## src/hdl/cacf_pkg.sv

```systemverilog
// Shared types, codes and constants for the CAN address-claim controller.
`timescale 1ns / 1ps
`default_nettype none
package cacf_pkg;

  localparam int unsigned CfgIdxW  = 4;
  localparam int unsigned CfgDataW = 64;

  localparam logic [7:0] AddrNull = 8'd254;

  // Register indexes
  localparam logic [CfgIdxW-1:0] RegDynamicMode   = 4'd0;
  localparam logic [CfgIdxW-1:0] RegStaticAddress = 4'd1;
  localparam logic [CfgIdxW-1:0] RegOwnName       = 4'd2;
  localparam logic [CfgIdxW-1:0] RegVerifyTimeout = 4'd3;
  localparam logic [CfgIdxW-1:0] RegRangeStart    = 4'd4;
  localparam logic [CfgIdxW-1:0] RegRangeEnd      = 4'd5;
  localparam logic [CfgIdxW-1:0] RegClaimDgn      = 4'd6;
  localparam logic [CfgIdxW-1:0] RegClaimPriority = 4'd7;

  // Request codes
  localparam logic [1:0] ReqStart = 2'd0;
  localparam logic [1:0] ReqTick  = 2'd1;
  localparam logic [1:0] ReqRx    = 2'd2;

  typedef enum logic [2:0] {
    ST_INIT        = 3'd0,
    ST_WAIT_CLAIM  = 3'd1,
    ST_WAIT_VERIFY = 3'd2,
    ST_CLAIMED     = 3'd3,
    ST_CANNOT      = 3'd4
  } state_e;

  typedef struct packed {
    logic        dynamic_mode;
    logic [7:0]  static_address;
    logic [63:0] own_name;
    logic [15:0] verify_timeout_ms;
    logic [7:0]  range_start;
    logic [7:0]  range_end;
    logic [16:0] claim_dgn;
    logic [2:0]  claim_priority;
  } cfg_t;

  typedef struct packed {
    logic [1:0]  req_type;
    logic [31:0] now_ms;
    logic [28:0] rx_can_id;
    logic [63:0] rx_name;
  } in_t;

  typedef struct packed {
    logic        claim_valid;
    logic [28:0] claim_can_id;
    logic [63:0] claim_payload;
    logic [2:0]  claim_state;
    logic [7:0]  cur_address;
    logic [7:0]  confirmed_address;
    logic        is_claimed;
  } out_t;

endpackage
`default_nettype wire

```

## src/hdl/cacf_cfg_regs.sv

```systemverilog
// Configuration register file of the address-claim controller.
`timescale 1ns / 1ps
`default_nettype none
module cacf_cfg_regs
  import cacf_pkg::*;
(
  input  wire logic                clk_i,
  input  wire logic                rst_ni,
  input  wire logic                cfg_we_i,
  input  wire logic [CfgIdxW-1:0]  cfg_index_i,
  input  wire logic [CfgDataW-1:0] cfg_wdata_i,
  output cfg_t                     cfg_o
);

  cfg_t cfg_q;

  always_ff @(posedge clk_i or negedge rst_ni) begin
    if (!rst_ni) begin
      cfg_q.dynamic_mode      <= 1'b0;
      cfg_q.static_address    <= 8'd128;
      cfg_q.own_name          <= 64'd0;
      cfg_q.verify_timeout_ms <= 16'd250;
      cfg_q.range_start       <= 8'd143;
      cfg_q.range_end         <= 8'd128;
      cfg_q.claim_dgn         <= 17'd60928;
      cfg_q.claim_priority    <= 3'd6;
    end else if (cfg_we_i) begin
      case (cfg_index_i)
        RegDynamicMode:   cfg_q.dynamic_mode      <= cfg_wdata_i[0];
        RegStaticAddress: cfg_q.static_address    <= cfg_wdata_i[7:0];
        RegOwnName:       cfg_q.own_name          <= cfg_wdata_i;
        RegVerifyTimeout: cfg_q.verify_timeout_ms <= cfg_wdata_i[15:0];
        RegRangeStart:    cfg_q.range_start       <= cfg_wdata_i[7:0];
        RegRangeEnd:      cfg_q.range_end         <= cfg_wdata_i[7:0];
        RegClaimDgn:      cfg_q.claim_dgn         <= cfg_wdata_i[16:0];
        RegClaimPriority: cfg_q.claim_priority    <= cfg_wdata_i[2:0];
        default: ;  // drop writes past the register list
      endcase
    end
  end

  assign cfg_o = cfg_q;

endmodule
`default_nettype wire

```

## src/hdl/cacf_core.sv

```systemverilog
// Claim state machine: state registers, next-state logic and result assembly.
`timescale 1ns / 1ps
`default_nettype none
module cacf_core
  import cacf_pkg::*;
(
  input  wire logic clk_i,
  input  wire logic rst_ni,
  input  wire logic evt_fire_i,
  input  in_t       evt_i,
  input  cfg_t      cfg_i,
  output out_t      res_o
);

  state_e      state_q, state_d;
  logic [7:0]  cur_q, cur_d;
  logic [7:0]  held_q, held_d;
  logic [31:0] time_q, time_d;
  logic        emit;

  logic [16:0] rx_grp;
  logic [7:0]  rx_sa;
  logic        active;
  logic        conflict;
  logic [31:0] elapsed;

  assign rx_grp   = evt_i.rx_can_id[24:8];
  assign rx_sa    = evt_i.rx_can_id[7:0];
  assign active   = (state_q == ST_WAIT_CLAIM) || (state_q == ST_WAIT_VERIFY) ||
                    (state_q == ST_CLAIMED);
  assign conflict = active && (rx_grp == cfg_i.claim_dgn) &&
                    (evt_i.rx_name != cfg_i.own_name) && (rx_sa == cur_q);
  assign elapsed  = evt_i.now_ms - time_q;

  // Next state
  always_comb begin
    state_d = state_q;
    cur_d   = cur_q;
    held_d  = held_q;
    time_d  = time_q;
    emit    = 1'b0;
    case (evt_i.req_type)
      ReqStart: begin
        if (!cfg_i.dynamic_mode) begin
          state_d = ST_WAIT_CLAIM;
          cur_d   = cfg_i.static_address;
          emit    = 1'b1;
        end else if (cfg_i.range_start >= cfg_i.range_end) begin
          state_d = ST_WAIT_CLAIM;
          cur_d   = cfg_i.range_start;
          emit    = 1'b1;
        end else begin
          state_d = ST_CANNOT;
          cur_d   = AddrNull;
        end
      end
      ReqTick: begin
        if (state_q == ST_WAIT_CLAIM) begin
          state_d = ST_WAIT_VERIFY;
          time_d  = evt_i.now_ms;
        end else if (state_q == ST_WAIT_VERIFY &&
                     elapsed >= {16'd0, cfg_i.verify_timeout_ms}) begin
          state_d = ST_CLAIMED;
          held_d  = cur_q;
        end
      end
      ReqRx: begin
        if (conflict) begin
          if (cfg_i.own_name < evt_i.rx_name) begin
            emit = 1'b1;
          end else if (cfg_i.dynamic_mode && cur_q > cfg_i.range_end) begin
            state_d = ST_WAIT_CLAIM;
            cur_d   = cur_q - 8'd1;
            emit    = 1'b1;
          end else begin
            state_d = ST_CANNOT;
            cur_d   = AddrNull;
          end
        end
      end
      default: ;  // unknown request: report status only
    endcase
  end

  // Result of this transaction, built from the updated state
  always_comb begin
    res_o.claim_valid       = emit;
    res_o.claim_can_id      = emit ? {cfg_i.claim_priority, 1'b0, cfg_i.claim_dgn, cur_d}
                                   : 29'd0;
    res_o.claim_payload     = emit ? cfg_i.own_name : 64'd0;
    res_o.claim_state       = state_d;
    res_o.cur_address       = cur_d;
    res_o.confirmed_address = held_d;
    res_o.is_claimed        = (state_d == ST_CLAIMED);
  end

  always_ff @(posedge clk_i or negedge rst_ni) begin
    if (!rst_ni) begin
      state_q <= ST_INIT;
      cur_q   <= AddrNull;
      held_q  <= AddrNull;
      time_q  <= 32'd0;
    end else if (evt_fire_i) begin
      state_q <= state_d;
      cur_q   <= cur_d;
      held_q  <= held_d;
      time_q  <= time_d;
    end
  end

`ifndef SYNTHESIS
  a_claimed_holds_cur: assert property (@(posedge clk_i) disable iff (!rst_ni)
    state_q == ST_CLAIMED |-> held_q == cur_q)
    else $error("claimed state with confirmed address not equal to current");
  a_cannot_null: assert property (@(posedge clk_i) disable iff (!rst_ni)
    state_q == ST_CANNOT |-> cur_q == AddrNull)
    else $error("cannot-claim state with an address held");
  a_init_null: assert property (@(posedge clk_i) disable iff (!rst_ni)
    state_q == ST_INIT |-> (cur_q == AddrNull && held_q == AddrNull))
    else $error("init state with an address set");
`endif

endmodule
`default_nettype wire

```

## src/hdl/can_address_claim_fsm_top.sv

```systemverilog
// Top level of the CAN address-claim controller: input stage, core, result register.
//
//  channel | direction | handshake                  | payload
//  --------+-----------+----------------------------+----------------------
//  in      | input     | in_valid_i / in_ready_o    | in_data_i  (in_t)
//  out     | output    | out_valid_o / out_ready_i  | out_data_o (out_t)
//  cfg     | input     | cfg_we_i (no wait)         | cfg_index_i, cfg_wdata_i
//
// Each event transaction is evaluated against the claim state while it sits
// in the input register and lands in the result register at the next edge;
// one transaction per cycle sustained while results are taken.
// Reset (rst_ni low, asynchronous) empties both stages, puts the claim state
// in init with null addresses and loads the register defaults.
// A stalled result holds the result register; a buffered event then holds in
// the input register and in_ready_o drops until the result is taken.
`timescale 1ns / 1ps
`default_nettype none
module can_address_claim_fsm_top
  import cacf_pkg::*;
(
  input  wire logic                clk_i,
  input  wire logic                rst_ni,
  input  wire logic                in_valid_i,
  output      logic                in_ready_o,
  input  in_t                      in_data_i,
  output      logic                out_valid_o,
  input  wire logic                out_ready_i,
  output out_t                     out_data_o,
  input  wire logic                cfg_we_i,
  input  wire logic [CfgIdxW-1:0]  cfg_index_i,
  input  wire logic [CfgDataW-1:0] cfg_wdata_i
);

  cfg_t cfg;
  out_t res;

  logic in_vld_q;
  in_t  in_q;
  logic out_vld_q;
  out_t out_q;
  logic res_free;
  logic evt_fire;

  // The result register can take a new result when empty or being drained.
  assign res_free   = !out_vld_q || out_ready_i;
  // Evaluate the buffered event when its result has a place to go.
  assign evt_fire   = in_vld_q && res_free;
  assign in_ready_o = !in_vld_q || res_free;

  cacf_cfg_regs u_cfg (
    .clk_i       (clk_i),
    .rst_ni      (rst_ni),
    .cfg_we_i    (cfg_we_i),
    .cfg_index_i (cfg_index_i),
    .cfg_wdata_i (cfg_wdata_i),
    .cfg_o       (cfg)
  );

  cacf_core u_core (
    .clk_i      (clk_i),
    .rst_ni     (rst_ni),
    .evt_fire_i (evt_fire),
    .evt_i      (in_q),
    .cfg_i      (cfg),
    .res_o      (res)
  );

  // Input stage: hold the event until the core evaluates it.
  always_ff @(posedge clk_i or negedge rst_ni) begin
    if (!rst_ni) begin
      in_vld_q <= 1'b0;
    end else if (in_ready_o) begin
      in_vld_q <= in_valid_i;
    end
  end

  always_ff @(posedge clk_i) begin
    if (in_ready_o && in_valid_i) begin
      in_q <= in_data_i;
    end
  end

  // Result stage: advance on evaluation, drop on acceptance.
  always_ff @(posedge clk_i or negedge rst_ni) begin
    if (!rst_ni) begin
      out_vld_q <= 1'b0;
    end else if (res_free) begin
      out_vld_q <= evt_fire;
    end
  end

  always_ff @(posedge clk_i) begin
    if (evt_fire) begin
      out_q <= res;
    end
  end

  assign out_valid_o = out_vld_q;
  assign out_data_o  = out_q;

`ifndef SYNTHESIS
  a_stall_blocks_input: assert property (@(posedge clk_i) disable iff (!rst_ni)
    (in_vld_q && out_vld_q && !out_ready_i) |-> !in_ready_o)
    else $error("input accepted while both stages are full and stalled");
  a_claimed_flag: assert property (@(posedge clk_i) disable iff (!rst_ni)
    out_vld_q |-> (out_q.is_claimed == (out_q.claim_state == ST_CLAIMED)))
    else $error("is_claimed disagrees with claim_state");
  a_no_claim_zero: assert property (@(posedge clk_i) disable iff (!rst_ni)
    (out_vld_q && !out_q.claim_valid) |->
      (out_q.claim_can_id == 29'd0 && out_q.claim_payload == 64'd0))
    else $error("claim frame fields set without a claim");
`endif

endmodule
`default_nettype wire
```

## config.mk

```make
export PLATFORM = sky130hd
export DESIGN_NAME = can_address_claim_fsm_top
export DESIGN_NICKNAME = d
export VERILOG_FILES = /design/src/hdl/cacf_pkg.sv /design/src/hdl/cacf_cfg_regs.sv /design/src/hdl/cacf_core.sv /design/src/hdl/can_address_claim_fsm_top.sv
export SDC_FILE = /design/constraint.sdc
export NUM_CORES = 1
export LEC_CHECK = 0
export BUFFER_PORTS_ARGS = -buffer_cell sky130_fd_sc_hd__buf_2
export CORE_MARGIN = 2
export CORE_UTILIZATION = 45
export DETAILED_ROUTE_END_ITERATION = 8
export HOLD_SLACK_MARGIN = 0.1
export PLACE_DENSITY = 0.7
export SYNTH_ARGS = -nofsm -noshare
export SYNTH_HDL_FRONTEND = slang
export SYNTH_SLANG_ARGS = --single-unit
```

## constraint.sdc

```tcl
create_clock -name clk_i -period 13.5 [get_ports clk_i]
set_input_delay 2.025 -clock clk_i [delete_from_list [all_inputs] [get_ports clk_i]]
set_output_delay 2.025 -clock clk_i [all_outputs]
set_load 0.01 [all_outputs]
```

==> flow_summary.yaml <==
status:
  status: "finished clean"
sta:
  setup_viol: 0
  tns_ns: 0
  rsz0062_at_grt: "no"
  final.period_utilization_pct: 41.1
  slew_headroom_pct: 29.0
  min_period_ns: 5.55
  tightestPinTransition_ns: 1.06
  skew_ns: 0.0196
  fmaxAchievable_mhz: 180
  maxSlewViolCount: 0
  finalHoldViolCount: 0
global_routing:
  grtUsageMet3_pct: 4.32
  grtUsageMet2_pct: 36.1
  grt_pass1_vias: 14200
  grtUsageTotal_pct: 22.6
  antenna_found_initial: 9
  grtUsageMet1_pct: 30.6
  grt_pass1_wl_um: 81200
  grt.overflow.total: 0
  top_usage_layer: "met2"
  grt_max_degree: 85
clocking:
  htreeDepth: 2
  cts_tree: "done"
  cts.sinks: 414
  postCtsSetupRepairBufs: 0
  max-clock-path-buffers: 3
  clk_latency_ns: 0.58
  clkTransAtPathRegs_ns: 0.07
  cts_made_buffers: 45
  cts_root_buf: "clkbuf_16"
  cts_hold_buf: 0
  cts-resized-gates: 0
layout:
  drive_gt1_share_pct: 28.7
  stdcell_area_sq_um: 24000
  syn_to_final_growth_pct: 18.0
  final_util_pct: 54.0
  seq_area_sq_um: 11600
  n_fill_cell: 3743
  nets: 2324
  multi_input_area_sq_um: 7960
worst_hold_path:
  hold_path_class: "reg -> reg"
logic_synthesis:
  ys_warn_count: 0
  synth_edf_count: 236
  synth-seq-cells: 414
  ys_top_cells_by_area: "edfxtp_1 (35%), dfrtp_1 (18%), ha_1 (7.9%)"
  syn_area_sq_um: 20300
  avgSynthCellArea_sq_um: 12.0
  synth_flop_cell: "edfxtp_1"
  yosysUniqueCellTypes: 76
  synth_nets: 2017
  synthCells: 1688
  yosys-top-cells-count: "edfxtp_1 (236), dfrtp_1 (143), inv_1 (142), mux2_2 (140), ha_1 (128)"
  synth.most_common_cell: "edfxtp_1"
  synth_top_area_share_pct: 34.9
  async_flop_share_pct: 43.0
  yosysSeqAreaShare_pct: 57.0
  yosysTopAreaCell: "edfxtp_1"
pwr:
  peakVddDrop_uv: 110
  p_total_w: 0.00434
  p_per_area_nw_per_um2: 181
  leakagePower_nw: 10.4
route:
  drtIter0Drc: 1165
  drt_wl_total_um: 52700
  dr.pass1.iters: 7
  wl_per_cell_um: 20.0
  ant_nets: 0
  routed-via-count: 14300
  drc: 0
  avgViaCountPerCell: 5.43
floorplanning:
  dieArea_sq_um: 46900
  core_area_sq_um: 44400
  die_x_um: 217
  die_y_um: 217
  rows: 77
  initial_core_util_pct: 45.8
  boundaryPins: 316
critical_path:
  critical_path.startpoint_type: "flip-flop"
  worstPathArrival_ns: 6.02
  path_max_fanout: 11
  cp-end-kind: "flip-flop"
  crit_type: "reg -> reg"
  cp.required_ns: 13.96
placed_design:
  gp_congestion: 0.938
  dpl.hpwl_um: 37900
  port_buffers: 310
  place_area_sq_um: 22500
run:
  maxCapViolCount: 0
==> state kept, by name (all words and copies together), names as in the netlist <==
name / flops
u_core.state_q: 3
in_vld_q: 1
u_core.held_q: 8
out_valid_o: 1
u_core.cur_q: 8
out_data_o: 113
in_q: 123
u_core.time_q: 32
u_cfg.cfg_o: 125
==> metal layers <==
layer,vias to the layer above,wire length (um)
li1,6748,-
met1,6981,23400
met2,454,24600
met3,104,3020
met4,0,1720
met5,-,0
==> cells in the final DEF (no fill, tap or decap), drive strengths merged, types with 6 or more instances in the layout <==
| cell | n |
|---|---|
| buf | 323 |
| edfxtp | 236 |
| dfrtp | 143 |
| inv | 143 |
| mux2 | 140 |
| ha | 128 |
| nand2 | 107 |
| and2 | 90 |
| o21ai | 85 |
| a21oi | 83 |
| nor2 | 73 |
| clkbuf | 54 |
| nand3 | 41 |
| dfstp | 35 |
| nand4 | 27 |
| xnor2 | 25 |
| nor3 | 23 |
| clkinv | 22 |
| nand2b | 20 |
| xor2 | 18 |
| o211ai | 14 |
| a211oi | 14 |
| a21o | 13 |
| o21a | 12 |
| or3 | 11 |
| nor4 | 9 |
| diode | 8 |
| o22ai | 8 |
| nand4b | 8 |
| and4 | 7 |
| a31oi | 6 |
| a21boi | 6 |
| o21bai | 6 |
==> area by class of cell <==
type | count | area share (%)
diodes | 8 | 0.0835
clock buffers | 54 | 4.92
clock inverters | 29 | 1.29
inverters | 143 | 2.25
multi-input cells | 1068 | 33.2
flip-flops and latches | 414 | 48.3
well taps | 592 | 3.09
repair buffers | 323 | 6.90
==> where the power goes <==
part	internal (W)	switching, W	leakage, nW
logic	0.000565	0.000769	5.28
clock network	0.000723	0.000519	0.726
registers	0.00161	0.000155	4.42
==> through the flow <==
step,setup slack (ns),instances,hold WS (ns)
2_1_floorplan,7.30,1688,0.454
3_5_place_dp,7.99,2540,0.487
6_report,7.95,2631,0.494
4_1_cts,7.96,2623,0.505
5_1_grt,7.48,2631,0.514
3_3_place_gp,8.08,2540,0.471
==> worst max-delay path, cell delays in order, from the launching register on <==
cell       delay [ns]
dfrtp_1          0.38
ha_1             0.22
fa_1             0.39
nand2b_1         0.18
a21oi_1          0.35
o21ai_0          0.21
nand2_1          0.14
a21oi_1          0.08
xnor2_1          0.20
ha_1             0.30
a21oi_1          0.15
a21boi_0         0.10
a2111oi_0        0.37
o21ai_0          0.16
or4_4            0.51
a2111oi_4        0.31
nand4b_2         0.22
nor2_1           0.69
nor2_1           0.10
or3_1            0.36
==> cell families (layout without fill, tap and decap cells) <==
logic type,count (synthesis),in the layout,synth area share (%)
and+or+nand+nor,448,448,11.6
DFF,414,414,57.0
AOI/OAI and AO/OA,302,302,9.58
buffers and inverters,206,549,3.95
muxes,145,145,8.00
adders and majority gates,129,129,7.98
xor gates and xnor gates,43,43,1.85
other,1,9,0.0184
==> final timing paths <==
kind	from	end	slack (ns)	cells after the start
hold / removal	in_vld_q	out_valid_o	0.49	1
setup / recovery	u_core.time_q[0]	u_core.state_q[0]	7.95	19
max in group asynchronous	rst_ni	u_core.time_q[31]	10.50	2
hold reg to reg	in_vld_q	out_valid_o	0.49	1
min in group asynchronous	rst_ni	u_cfg.cfg_o[108]	1.47	1
setup reg to reg	u_core.time_q[0]	u_core.state_q[0]	7.95	19
No activity file was read; power rests on OpenSTA's default activity.
